[src/sv/dbu_pkg.sv]
// shared types and constants for the discrete bayes update block
// used by dbu_ctrl, dbu_dp and discrete_bayes_update; no dependencies
`default_nettype none

package dbu_pkg;

    localparam int ENT_W     = 6;   // entry position width
    localparam int VAL_W     = 16;  // q0.16 probability width
    localparam int CNT_W     = 7;   // entry count register width
    localparam int OP_W      = 2;
    localparam int PROD_W    = 32;  // q0.32 product
    localparam int SUM_W     = 38;  // sum of up to 64 products
    localparam int REM_W     = SUM_W + 1;
    localparam int QUO_W     = VAL_W + 1;
    localparam int DIV_STEPS = QUO_W;
    localparam int STEP_W    = 5;
    localparam int IN_W      = 24;
    localparam int OUT_W     = 24;
    localparam int MAX_RUN   = 64;  // entries addressable by the 6-bit index

    typedef enum logic [OP_W-1:0] {
        OP_LOAD_LIK = 2'd0,
        OP_LOAD_PRI = 2'd1,
        OP_ESTIMATE = 2'd2,
        OP_COPY     = 2'd3
    } op_t;

    typedef enum logic [3:0] {
        ST_IDLE,
        ST_SUM_RD,
        ST_SUM_MUL,
        ST_SUM_ACC,
        ST_EST_RD,
        ST_EST_MUL,
        ST_EST_DIV,
        ST_EST_OUT,
        ST_CPY_RD,
        ST_CPY_WR
    } state_t;

    typedef struct packed {
        logic             load_lik;
        logic             load_pri;
        logic [ENT_W-1:0] ent;
        logic             sum_clr;
        logic             mul;
        logic             acc;
        logic             div_step;
        logic             div_first;
        logic             emit;
        logic             last;
        logic             copy_wr;
    } cmd_t;

    typedef struct packed {
        logic out_free;
        logic sum_zero;
    } stat_t;

endpackage

`default_nettype wire

[src/sv/dbu_ctrl.sv]
// controller for the discrete bayes update block: sequences loads,
// the sum pass, per-entry divide and emit, and the posterior copy
// depends on dbu_pkg
`default_nettype none

module dbu_ctrl #(
    parameter int MAX_ENTRIES = 64
) (
    input  wire logic                  clk,
    input  wire logic                  rst_n,
    input  wire logic                  cfg_we,
    input  wire logic [dbu_pkg::CNT_W-1:0] cfg_wdata,
    input  wire logic                  in_valid,
    input  wire dbu_pkg::op_t          in_op,
    output logic                       in_ready,
    output dbu_pkg::cmd_t              cmd,
    input  wire dbu_pkg::stat_t        stat
);
    import dbu_pkg::*;

    localparam int LIM = (MAX_ENTRIES < MAX_RUN) ? MAX_ENTRIES : MAX_RUN;

    state_t             state_reg, state_next;
    logic [ENT_W-1:0]   ent_reg, ent_next;
    logic [STEP_W-1:0]  step_reg, step_next;
    logic [CNT_W-1:0]   count_reg;
    logic [CNT_W-1:0]   n_act;
    logic               noop;
    logic               is_last;

    // count in use, limited to the store depth and the index range
    assign n_act   = (count_reg > CNT_W'(LIM)) ? CNT_W'(LIM) : count_reg;
    assign noop    = (n_act < CNT_W'(2));
    assign is_last = ((CNT_W'(ent_reg) + CNT_W'(1)) == n_act);

    always_ff @(posedge clk or negedge rst_n)
    begin
        if (!rst_n)
        begin
            state_reg <= ST_IDLE;
            ent_reg   <= '0;
            step_reg  <= '0;
            count_reg <= CNT_W'(1);
        end
        else
        begin
            state_reg <= state_next;
            ent_reg   <= ent_next;
            step_reg  <= step_next;
            if (cfg_we)
            begin
                count_reg <= cfg_wdata;
            end
        end
    end

    always_comb
    begin
        state_next = state_reg;
        ent_next   = ent_reg;
        step_next  = step_reg;
        cmd        = '0;
        cmd.ent    = ent_reg;
        in_ready   = 1'b0;
        unique case (state_reg)
            ST_IDLE:
            begin
                in_ready = 1'b1;
                if (in_valid)
                begin
                    unique case (in_op)
                        OP_LOAD_LIK: cmd.load_lik = 1'b1;
                        OP_LOAD_PRI: cmd.load_pri = 1'b1;
                        OP_ESTIMATE:
                        begin
                            if (!noop)
                            begin
                                cmd.sum_clr = 1'b1;
                                ent_next    = '0;
                                state_next  = ST_SUM_RD;
                            end
                        end
                        OP_COPY:
                        begin
                            if (!noop)
                            begin
                                ent_next   = '0;
                                state_next = ST_CPY_RD;
                            end
                        end
                        default: state_next = ST_IDLE;
                    endcase
                end
            end
            ST_SUM_RD:  state_next = ST_SUM_MUL;
            ST_SUM_MUL:
            begin
                cmd.mul    = 1'b1;
                state_next = ST_SUM_ACC;
            end
            ST_SUM_ACC:
            begin
                cmd.acc = 1'b1;
                if (is_last)
                begin
                    ent_next   = '0;
                    state_next = ST_EST_RD;
                end
                else
                begin
                    ent_next   = ent_reg + ENT_W'(1);
                    state_next = ST_SUM_RD;
                end
            end
            ST_EST_RD:  state_next = ST_EST_MUL;
            ST_EST_MUL:
            begin
                cmd.mul    = 1'b1;
                step_next  = '0;
                // a zero sum needs no divide, posteriors are forced to zero
                state_next = stat.sum_zero ? ST_EST_OUT : ST_EST_DIV;
            end
            ST_EST_DIV:
            begin
                cmd.div_step  = 1'b1;
                cmd.div_first = (step_reg == '0);
                if (step_reg == STEP_W'(DIV_STEPS - 1))
                begin
                    state_next = ST_EST_OUT;
                end
                else
                begin
                    step_next = step_reg + STEP_W'(1);
                end
            end
            ST_EST_OUT:
            begin
                if (stat.out_free)
                begin
                    cmd.emit = 1'b1;
                    cmd.last = is_last;
                    if (is_last)
                    begin
                        state_next = ST_IDLE;
                    end
                    else
                    begin
                        ent_next   = ent_reg + ENT_W'(1);
                        state_next = ST_EST_RD;
                    end
                end
            end
            ST_CPY_RD:  state_next = ST_CPY_WR;
            ST_CPY_WR:
            begin
                cmd.copy_wr = 1'b1;
                if (is_last)
                begin
                    state_next = ST_IDLE;
                end
                else
                begin
                    ent_next   = ent_reg + ENT_W'(1);
                    state_next = ST_CPY_RD;
                end
            end
            default:    state_next = ST_IDLE;
        endcase
    end

`ifndef NO_ASSERTIONS
    a_step_range: assert property (@(posedge clk) disable iff (!rst_n)
        (state_reg == ST_EST_DIV) |-> (step_reg < STEP_W'(DIV_STEPS)))
        else $error("divide step counter out of range");

    a_ent_range: assert property (@(posedge clk) disable iff (!rst_n)
        (state_reg != ST_IDLE) |-> (CNT_W'(ent_reg) < n_act))
        else $error("entry counter beyond active count");

    a_copy_order: assert property (@(posedge clk) disable iff (!rst_n)
        cmd.copy_wr |-> ($past(state_reg) == ST_CPY_RD))
        else $error("copy write without a preceding read");
`endif

endmodule

`default_nettype wire

[src/sv/dbu_dp.sv]
// datapath for the discrete bayes update block: the three stores,
// multiplier, sum accumulator, restoring divider and output register
// depends on dbu_pkg
`default_nettype none

module dbu_dp #(
    parameter int MAX_ENTRIES = 64
) (
    input  wire logic                    clk,
    input  wire logic                    rst_n,
    input  wire dbu_pkg::cmd_t           cmd,
    output dbu_pkg::stat_t               stat,
    input  wire logic [dbu_pkg::ENT_W-1:0] in_index,
    input  wire logic [dbu_pkg::VAL_W-1:0] in_value,
    output logic                         out_valid,
    input  wire logic                    out_ready,
    output logic [dbu_pkg::OUT_W-1:0]    out_data,   // entry_index, posterior, zero pad
    output logic                         out_last,
    output logic                         out_zero
);
    import dbu_pkg::*;

    localparam int AW = $clog2(MAX_ENTRIES);
    localparam int XW = ((AW > ENT_W) ? AW : ENT_W) + 1;

    logic [VAL_W-1:0]  lik_mem  [MAX_ENTRIES];
    logic [VAL_W-1:0]  pri_mem  [MAX_ENTRIES];
    logic [VAL_W-1:0]  post_mem [MAX_ENTRIES];

    logic [VAL_W-1:0]  lik_rd_reg, pri_rd_reg, post_rd_reg;
    logic [PROD_W-1:0] prod_reg;
    logic [SUM_W-1:0]  sum_reg;
    logic [REM_W-1:0]  rem_reg;
    logic [QUO_W-1:0]  quo_reg;
    logic              out_valid_reg;
    logic [OUT_W-1:0]  out_data_reg;
    logic              out_last_reg;
    logic              out_zero_reg;

    logic [XW-1:0]     ent_x, in_x;
    logic [AW-1:0]     ent_addr, in_addr;
    logic              in_ok;
    logic [REM_W-1:0]  trial, diff, sum_x;
    logic              ge;
    logic [VAL_W-1:0]  post_val;

    assign ent_x    = XW'(cmd.ent);
    assign in_x     = XW'(in_index);
    assign ent_addr = ent_x[AW-1:0];
    assign in_addr  = in_x[AW-1:0];
    assign in_ok    = (in_x < XW'(MAX_ENTRIES));

    // restoring divide of product * 2^16 by the sum, one quotient bit a cycle
    assign sum_x = {1'b0, sum_reg};
    assign trial = cmd.div_first ? REM_W'(prod_reg) : {rem_reg[REM_W-2:0], 1'b0};
    assign ge    = (trial >= sum_x);
    assign diff  = trial - sum_x;

    assign stat.sum_zero = (sum_reg == '0);
    assign stat.out_free = !out_valid_reg || out_ready;

    // quotient bit 16 only when the product equals the sum: saturate
    assign post_val = stat.sum_zero ? '0 :
                      (quo_reg[QUO_W-1] ? {VAL_W{1'b1}} : quo_reg[VAL_W-1:0]);

    always_ff @(posedge clk)
    begin
        if (cmd.load_lik && in_ok)
        begin
            lik_mem[in_addr] <= in_value;
        end
        if (cmd.copy_wr)
        begin
            pri_mem[ent_addr] <= post_rd_reg;
        end
        else if (cmd.load_pri && in_ok)
        begin
            pri_mem[in_addr] <= in_value;
        end
        if (cmd.emit)
        begin
            post_mem[ent_addr] <= post_val;
        end
    end

    always_ff @(posedge clk)
    begin
        lik_rd_reg  <= lik_mem[ent_addr];
        pri_rd_reg  <= pri_mem[ent_addr];
        post_rd_reg <= post_mem[ent_addr];
    end

    always_ff @(posedge clk)
    begin
        if (cmd.mul)
        begin
            prod_reg <= {16'd0, lik_rd_reg} * {16'd0, pri_rd_reg};
        end
        if (cmd.div_step)
        begin
            rem_reg <= ge ? diff : trial;
            quo_reg <= {quo_reg[QUO_W-2:0], ge};
        end
        if (cmd.emit)
        begin
            out_data_reg <= {{(OUT_W - ENT_W - VAL_W){1'b0}}, post_val, cmd.ent};
            out_last_reg <= cmd.last;
            out_zero_reg <= stat.sum_zero;
        end
    end

    always_ff @(posedge clk or negedge rst_n)
    begin
        if (!rst_n)
        begin
            sum_reg       <= '0;
            out_valid_reg <= 1'b0;
        end
        else
        begin
            if (cmd.sum_clr)
            begin
                sum_reg <= '0;
            end
            else if (cmd.acc)
            begin
                sum_reg <= sum_reg + SUM_W'(prod_reg);
            end
            if (cmd.emit)
            begin
                out_valid_reg <= 1'b1;
            end
            else if (out_ready)
            begin
                out_valid_reg <= 1'b0;
            end
        end
    end

    assign out_valid = out_valid_reg;
    assign out_data  = out_data_reg;
    assign out_last  = out_last_reg;
    assign out_zero  = out_zero_reg;

`ifndef NO_ASSERTIONS
    a_emit_free: assert property (@(posedge clk) disable iff (!rst_n)
        cmd.emit |-> (!out_valid_reg || out_ready))
        else $error("beat overwritten before it was taken");

    a_rem_below_sum: assert property (@(posedge clk) disable iff (!rst_n)
        $past(cmd.div_step) |-> (rem_reg < sum_x))
        else $error("divider remainder not below divisor");
`endif

endmodule

`default_nettype wire

[src/sv/discrete_bayes_update.sv]
// a load is accepted in idle; an estimate over n entries first runs the product sum
// (read, multiply, accumulate per entry), then per entry reads, multiplies, runs the
// 17-step divider (skipped when the sum is zero) and emits; a copy reads and writes
// each entry; estimate and copy are no-ops for fewer than two entries
// reset: control state and output valid clear, entry_count is 1, stores undefined
`default_nettype none

module discrete_bayes_update #(
    parameter int MAX_ENTRIES = 64
) (
    input  wire logic        clk,
    input  wire logic        rst_n,
    input  wire logic        cfg_we,
    input  wire logic [6:0]  cfg_wdata,      // entry_count
    input  wire logic        s_axis_tvalid,
    output logic             s_axis_tready,
    input  wire logic [23:0] s_axis_tdata,   // op[1:0], index[7:2], value[23:8]
    output logic             m_axis_tvalid,
    input  wire logic        m_axis_tready,
    output logic [23:0]      m_axis_tdata,   // entry_index[5:0], posterior[21:6], zero
    output logic             m_axis_tlast,
    output logic [0:0]       m_axis_tuser    // sum_zero
);
    import dbu_pkg::*;

    cmd_t  cmd;
    stat_t stat;
    op_t   in_op;
    logic  out_zero;

    assign in_op = op_t'(s_axis_tdata[OP_W-1:0]);

    dbu_ctrl #(
        .MAX_ENTRIES (MAX_ENTRIES)
    ) u_ctrl (
        .clk       (clk),
        .rst_n     (rst_n),
        .cfg_we    (cfg_we),
        .cfg_wdata (cfg_wdata),
        .in_valid  (s_axis_tvalid),
        .in_op     (in_op),
        .in_ready  (s_axis_tready),
        .cmd       (cmd),
        .stat      (stat)
    );

    dbu_dp #(
        .MAX_ENTRIES (MAX_ENTRIES)
    ) u_dp (
        .clk       (clk),
        .rst_n     (rst_n),
        .cmd       (cmd),
        .stat      (stat),
        .in_index  (s_axis_tdata[OP_W +: ENT_W]),
        .in_value  (s_axis_tdata[OP_W + ENT_W +: VAL_W]),
        .out_valid (m_axis_tvalid),
        .out_ready (m_axis_tready),
        .out_data  (m_axis_tdata),
        .out_last  (m_axis_tlast),
        .out_zero  (out_zero)
    );

    assign m_axis_tuser = out_zero;

endmodule

`default_nettype wire

[config.mk]
export PLATFORM = sky130hd
export DESIGN_NAME = discrete_bayes_update
export DESIGN_NICKNAME = d
export VERILOG_FILES = /design/src/sv/dbu_pkg.sv /design/src/sv/dbu_ctrl.sv /design/src/sv/dbu_dp.sv /design/src/sv/discrete_bayes_update.sv
export SDC_FILE = /design/constraint.sdc
export NUM_CORES = 2
export LEC_CHECK = 0
export ABC_AREA = 1
export BUFFER_PORTS_ARGS = -buffer_cell sky130_fd_sc_hd__buf_2
export CAP_MARGIN = 20
export CORE_MARGIN = 10
export CORE_UTILIZATION = 29
export DETAILED_ROUTE_END_ITERATION = 12
export PLACE_DENSITY_LB_ADDON = 0.2
export SETUP_SLACK_MARGIN = 0.3
export SLEW_MARGIN = 20
export SYNTH_ARGS = -nofsm -noshare
export SYNTH_HDL_FRONTEND = slang
export SYNTH_SLANG_ARGS = --single-unit
export TNS_END_PERCENT = 5
[constraint.sdc]
create_clock -name clk -period 7.6 [get_ports clk]
set_input_delay 0.76 -clock clk [delete_from_list [all_inputs] [get_ports clk]]
set_output_delay 0.76 -clock clk [all_outputs]
set_load 0.01 [all_outputs]
Yosys cells after proc, flatten, opt, wreduce, memory -nomap -nowiden
Memory sizes are Yosys's and may differ from the RTL's. A register that Yosys moved wholly into a read port is not among the register bits.
Index checks and enable logic that the tools add are counted.
{"block": "totals", "in_bits": 36, "out_inout_bits": 28, "mem_bits_rw": 3072, "regBits": 172, "rom_bits": 0, "n_memories": 3, "latchBits": 0, "word_cells": 123}
{"name": "u_dp.lik_mem", "words": 64, "word_bits": 16, "read_ports": 1, "rd_clocked_by_memory_dff": 1, "write_ports": 1, "line_no": "dbu_dp.sv:26", "text": "logic [VAL_W-1:0] lik_mem [MAX_ENTRIES];"}
{"name": "u_dp.post_mem", "words": 64, "word_bits": 16, "read_ports": 1, "rd_clocked_by_memory_dff": 1, "write_ports": 1, "line_no": "dbu_dp.sv:28", "text": "logic [VAL_W-1:0] post_mem [MAX_ENTRIES];"}
{"name": "u_dp.pri_mem", "words": 64, "word_bits": 16, "read_ports": 1, "rd_clocked_by_memory_dff": 1, "write_ports": 1, "line_no": "dbu_dp.sv:27", "text": "logic [VAL_W-1:0] pri_mem [MAX_ENTRIES];"}
{"block": "op_classes", "order_cmp": 4, "muxes": 56, "add_sub_neg": 5, "n_bitwise": 0, "n_mul": 1, "shift": 0, "reduce_logical": 19, "eq_ne": 23, "div": 0}
{"cell": "38-bit 2-to-1 mux", "count": 3}
{"cell": "16-bit 2-to-1 mux", "count": 3}
{"cell": "6-bit 2-to-1 mux", "count": 7}
{"cell": "4-bit case mux with 10 select lines", "count": 1}
{"cell": "39-bit by 38-bit greater-or-equal comparator with 1-bit output", "count": 1}
{"cell": "39-bit 2-to-1 mux", "count": 1}
{"cell": "38-bit by 32-bit adder with 38-bit output", "count": 1}
{"cell": "38-bit zero test", "count": 1}
{"cell": "38-bit subtractor", "count": 1}
{"cell": "16-bit by 16-bit multiplier with 32-bit output", "count": 1}
{"cell": "4-bit 2-to-1 mux", "count": 6}
{"cell": "6-bit case mux with 4 select lines", "count": 1}
{"cell": "1-bit 2-to-1 mux", "count": 23}
{"cell": "4-bit by 3-bit equality test with 1-bit output, second input constant", "count": 4}
{"cell": "16-bit OR reduction", "count": 1}
{"cell": "2-bit 2-to-1 mux", "count": 5}
{"cell": "2-bit inequality test, second input constant", "count": 5}
{"cell": "5-bit case mux with 2 select lines", "count": 1}
{"cell": "3-bit inequality test, second input constant", "count": 3}
{"cell": "4-bit by 2-bit equality test with 1-bit output, second input constant", "count": 2}
{"cell": "4-bit equality test, second input constant", "count": 2}
{"cell": "4-bit case mux with 2 select lines", "count": 1}
{"cell": "6-bit by 1-bit adder with 7-bit output, second input constant", "count": 1}
{"cell": "7-bit equality test", "count": 1}
{"cell": "other kinds (25)", "count": 32}

Longest topological paths before layout
{"block": "logic_depth", "word_depth": 10, "depth_mapped": 25, "ltp_nobuf": 23}

Hierarchy
From an unflattened synthesis, not the netlist that was laid out.
{"block": "hier_totals", "hier_cells": 11270, "hier_area_um2": 137853.5}
{"mod": "dbu_dp", "seq_area_each_um2": 97518.5, "n_inst": 1, "area_per_inst_um2": 136246.9, "cells_per_inst": 11053}
{"mod": "dbu_ctrl", "seq_area_each_um2": 551.8, "n_inst": 1, "area_per_inst_um2": 1606.5, "cells_per_inst": 217}

Worst setup path after synthesis
No wires, ideal clock.
{"block": "synth_timing", "path_type": "register to register", "startpoint": "register u_dp.lik_rd_reg[10] (read register of u_dp.lik_mem)", "endpoint": "register u_dp.prod_reg[18], data pin", "arrival_ns": 5.169, "n_path_buf": 2, "required_ns": 7.348, "stages_incl_launch_ff": 22, "setup_slack_ns": 2.178, "cell_sequence": "dfxtp_1 clkbuf_1 clkbuf_1 nand2_1 fa_1 fa_1 fa_1 fa_1 inv_1 fa_1 inv_1 fa_1 inv_1 ha_1 nand2_1 nor2_1 nand2_1 nand2_1 a31oi_1 or2_2 nand3_1 nand2_1"}
{"block": "synth_via", "elab_chain_cells": 1}
{"item": "start, declared", "line_no": "dbu_dp.sv:30", "text": "logic [VAL_W-1:0] lik_rd_reg, pri_rd_reg, post_rd_reg;"}
{"item": "16-bit by 16-bit multiplier with 32-bit output", "line_no": "dbu_dp.sv:97", "text": "prod_reg <= {16'd0, lik_rd_reg} * {16'd0, pri_rd_reg};"}
{"item": "end signal, assigned", "line_no": "dbu_dp.sv:97"}
{"item": "end, declared", "line_no": "dbu_dp.sv:31", "text": "logic [PROD_W-1:0] prod_reg;"}
No other way between the ends.
A chain may end at the register's enable or synchronous reset.

Final worst setup path
{"block": "layout_timing", "startpoint": "register u_dp.lik_rd_reg[14] (read register of u_dp.lik_mem)", "endpoint": "register u_dp.prod_reg[24], data pin"}
The elaborated chain is that of the path after synthesis.

==> flow_summary.ini <==
[synth]
synth_compound_area_share_pct = 6.33
synth_edf_count = 3183
synthMuxAreaShare_pct = 0.0327
ys_types = 60
synth_flop_cell = edfxtp_1
synth.largest_area_cell = edfxtp_1
ys_seq_elements = 3292
syn_avg_cell_area_um2 = 12.5
ys_warn_count = 0
synth_top_family_by_area = simple AND/OR/NAND/NOR gates
ys_top_cells_by_count = nand2_1 (3298), edfxtp_1 (3183), inv_1 (955)
yosys.area_share.simple_pct = 13.5
ys_seq_area_share_pct = 71.1
synth_adder_area_share_pct = 4.45
synthCells = 11000
synth_area_leaders = edfxtp_1 (69%), nand2_1 (9.0%), fa_1 (2.8%), inv_1 (2.6%), ha_1 (1.6%)
netlist_area_mm2 = 0.138
yosys.cell_count.top_type = nand2_1
synthArstFlopShare_pct = 1.85
netlist.area_leader.share_pct = 69.3
synth-xor-area-share_pct = 0.368

[clock_network]
cts_root_buf = clkbuf_16
cts_tree = done
clkTransAtPathRegs_ns = 0.06
clockBufferDepth = 4
cts_max_level = 5
ctsResizeCount = 0
clock-sinks = 3292
numCtsBuffers = 364
insertion_delay_ns = 1.00

[timing]
setup_violations = 0
hold_violations = 0
fmax_mhz = 163
period_needed_ns = 6.14
finalClockSkew_ns = 0.0878
rsz0062_at_grt = false
slew_violations = 0
timing.final.crit_share_pct = 80.8
maxSlewHeadroom_pct = 26.0
worst_pin_slew_ns = 1.11
setup_tns_ns = 0
setup_slack_ns = 1.46
hold-worst-slack_ns = 0.0805

[worst_setup_path]
cpMaxStageDelayCell = dfxtp_1
crit_path_frequent_cell = fa_1
crit_type = reg2reg
crit_path_end_kind = flip-flop
r2r_start = u_dp.lik_rd_reg[14]$_DFF_P_
crit_chain = nand2_1, fa_1, fa_1, inv_1, fa_1, fa_1, fa_1, inv_1, fa_1, inv_1, ha_1, nand2_1, inv_1, nand2_1, nor3_1, nand4_1, nand3_1, a21oi_1, xnor2_1
required_ns = 8.26
critPathMaxFanout = 16
startpoint_type = flip-flop
arrival_ns = 6.81
crit_start = u_dp.lik_rd_reg[14]$_DFF_P_
slowest_delay_ns = 0.86

[placement]
place_ws_ns = 1.45
placed_area_mm2 = 0.147
gp_congestion = 0.829
hpwlAfterDp_um = 277000
numPortBuffers = 61

[job]
drv_cap = 0

[power]
vdd_drop_max_mv = 1.67
p_leak_nw = 56.5
power_per_cell_area_mw_per_mm2 = 458

[global_route]
overflow = 0
grt_usage_pct = 17.6
grt_first_pass_wirelength_um = 648000
grt_pass1_vias = 86200
grt_start_max_net_pins = 110
antenna_found_initial = 30

[route]
viasPerCell = 4.90
via_count = 87700
drc = 0
drtIter0Drc = 8204
first_pass_iters = 6
wl_per_cell_um = 25.7
wirelength_um = 460000
ant_nets = 0

[layout]
register_area_mm2 = 0.0981
area_growth_pct = 15.3
drive_above_1_share_pct = 9.77
finalInstanceArea_mm2 = 0.159
top_regs = u_dp.lik_mem x1024, u_dp.post_mem x1024, u_dp.pri_mem x1024
fill_cells = 46600
multiInputGateArea_mm2 = 0.0347
nets = 11700

[die]
initial_core_util_pct = 29.1
fp-row-count = 253
core-area_mm2 = 0.474
ios = 64
die_area_mm2 = 0.503
dieHeight_um = 709
die_w_um = 709

[hold_path]
hold_class = in2reg
hold_start = cfg_wdata[0]

[status]
status = finished clean
[per-layer routing]
layer / track usage [%] / part of all wire, % / vias up
li1: - / - / 39400
met1: 24.7 / 45 / 45100
met2: 29.4 / 47 / 2622
met3: 1.98 / 5.4 / 576
met4: 4.07 / 2.5 / 10
met5: 0 / 0.013 / -
[cell families after synthesis]
group | after synthesis
AND/OR/NAND/NOR | 4543
AO/OA/AOI/OAI | 1304
multiplexers | 4
adder cells (fa/ha/maj) | 373
other | 1
flip-flops | 3292
XOR/XNOR | 58
buffers and inverters | 1446
[power breakdown]
group / leakage [nW] / switching [mW] / total [mW] / internal, mW
clock network: 5.58 / 7.41 / 17.1 / 9.71
registers: 29.7 / 0.635 / 22.6 / 22.0
logic: 21.2 / 21.7 / 33.0 / 11.3
total: 56.5 / 29.8 / 72.8 / 43.0
[what timing repair did]
item,in CTS,in global routing
endpoints found under the hold margin,12,0
hold buffers,5,0
setup buffers,0,0
[path summary, 6_finish.rpt]
kind                       slack, ns  cells after the start                              end
setup / recovery                1.46                     19      u_dp.prod_reg[24]$_DFFE_PP_
hold / removal                  0.08                      2  u_ctrl.count_reg[0]$_DFFE_PN1P_
setup reg to reg                1.46                     19      u_dp.prod_reg[24]$_DFFE_PP_
hold reg to reg                 0.45                      0       u_dp.quo_reg[16]$_DFFE_PP_
max in group asynchronous       6.40                      3    u_ctrl.ent_reg[3]$_DFFE_PN0P_
min in group asynchronous       0.58                      3  u_ctrl.count_reg[4]$_DFFE_PN0P_
[placed cells by master, fill, tap and decap left out, types with 61 or more instances in the layout]
cell / count
nand4_1: 336
ha_1: 177
clkinv_2: 61
a21oi_1: 186
o2111ai_1: 196
buf_4: 324
nor2_1: 432
edfxtp_1: 3183
o21ai_0: 389
clkbuf_1: 75
nor2_2: 93
clkinv_1: 86
clkbuf_16: 368
inv_1: 954
buf_2: 61
fa_1: 196
nand2_1: 3282
a22oi_1: 233
a22o_1: 95
nand3_1: 220
[area by class of cell]
class	instances	share of cell area, %
inverter	974	2.33
sequential	3292	61.7
clock inverter	204	1.12
antenna	20	0.0315
clock buffer	456	6.08
timing repair buffer	413	2.02
multi-input combinational	6284	21.8
tap	6247	4.92
[through the flow]
step	std cells	utilization (%)	total power, mW
finish	17900	33.5	72.8
detailed placement	17200	31.1	56.3
floorplan	11000	-	45.9
CTS	17900	33.5	73.6
global route	17900	33.5	77.6
global placement	17200	31.1	56.5
[critical path, delay by kind of cell, from the launching register on]
kind / cells / cell delay (ns)
fa+ha+maj: 7 / 3.45
simple gates: 6 / 1.07
flops: 1 / 0.86
buf+inv: 4 / 0.26
xor+xnor: 1 / 0.14
compound gates: 1 / 0.10
No activity file was read; power rests on OpenSTA's default activity.
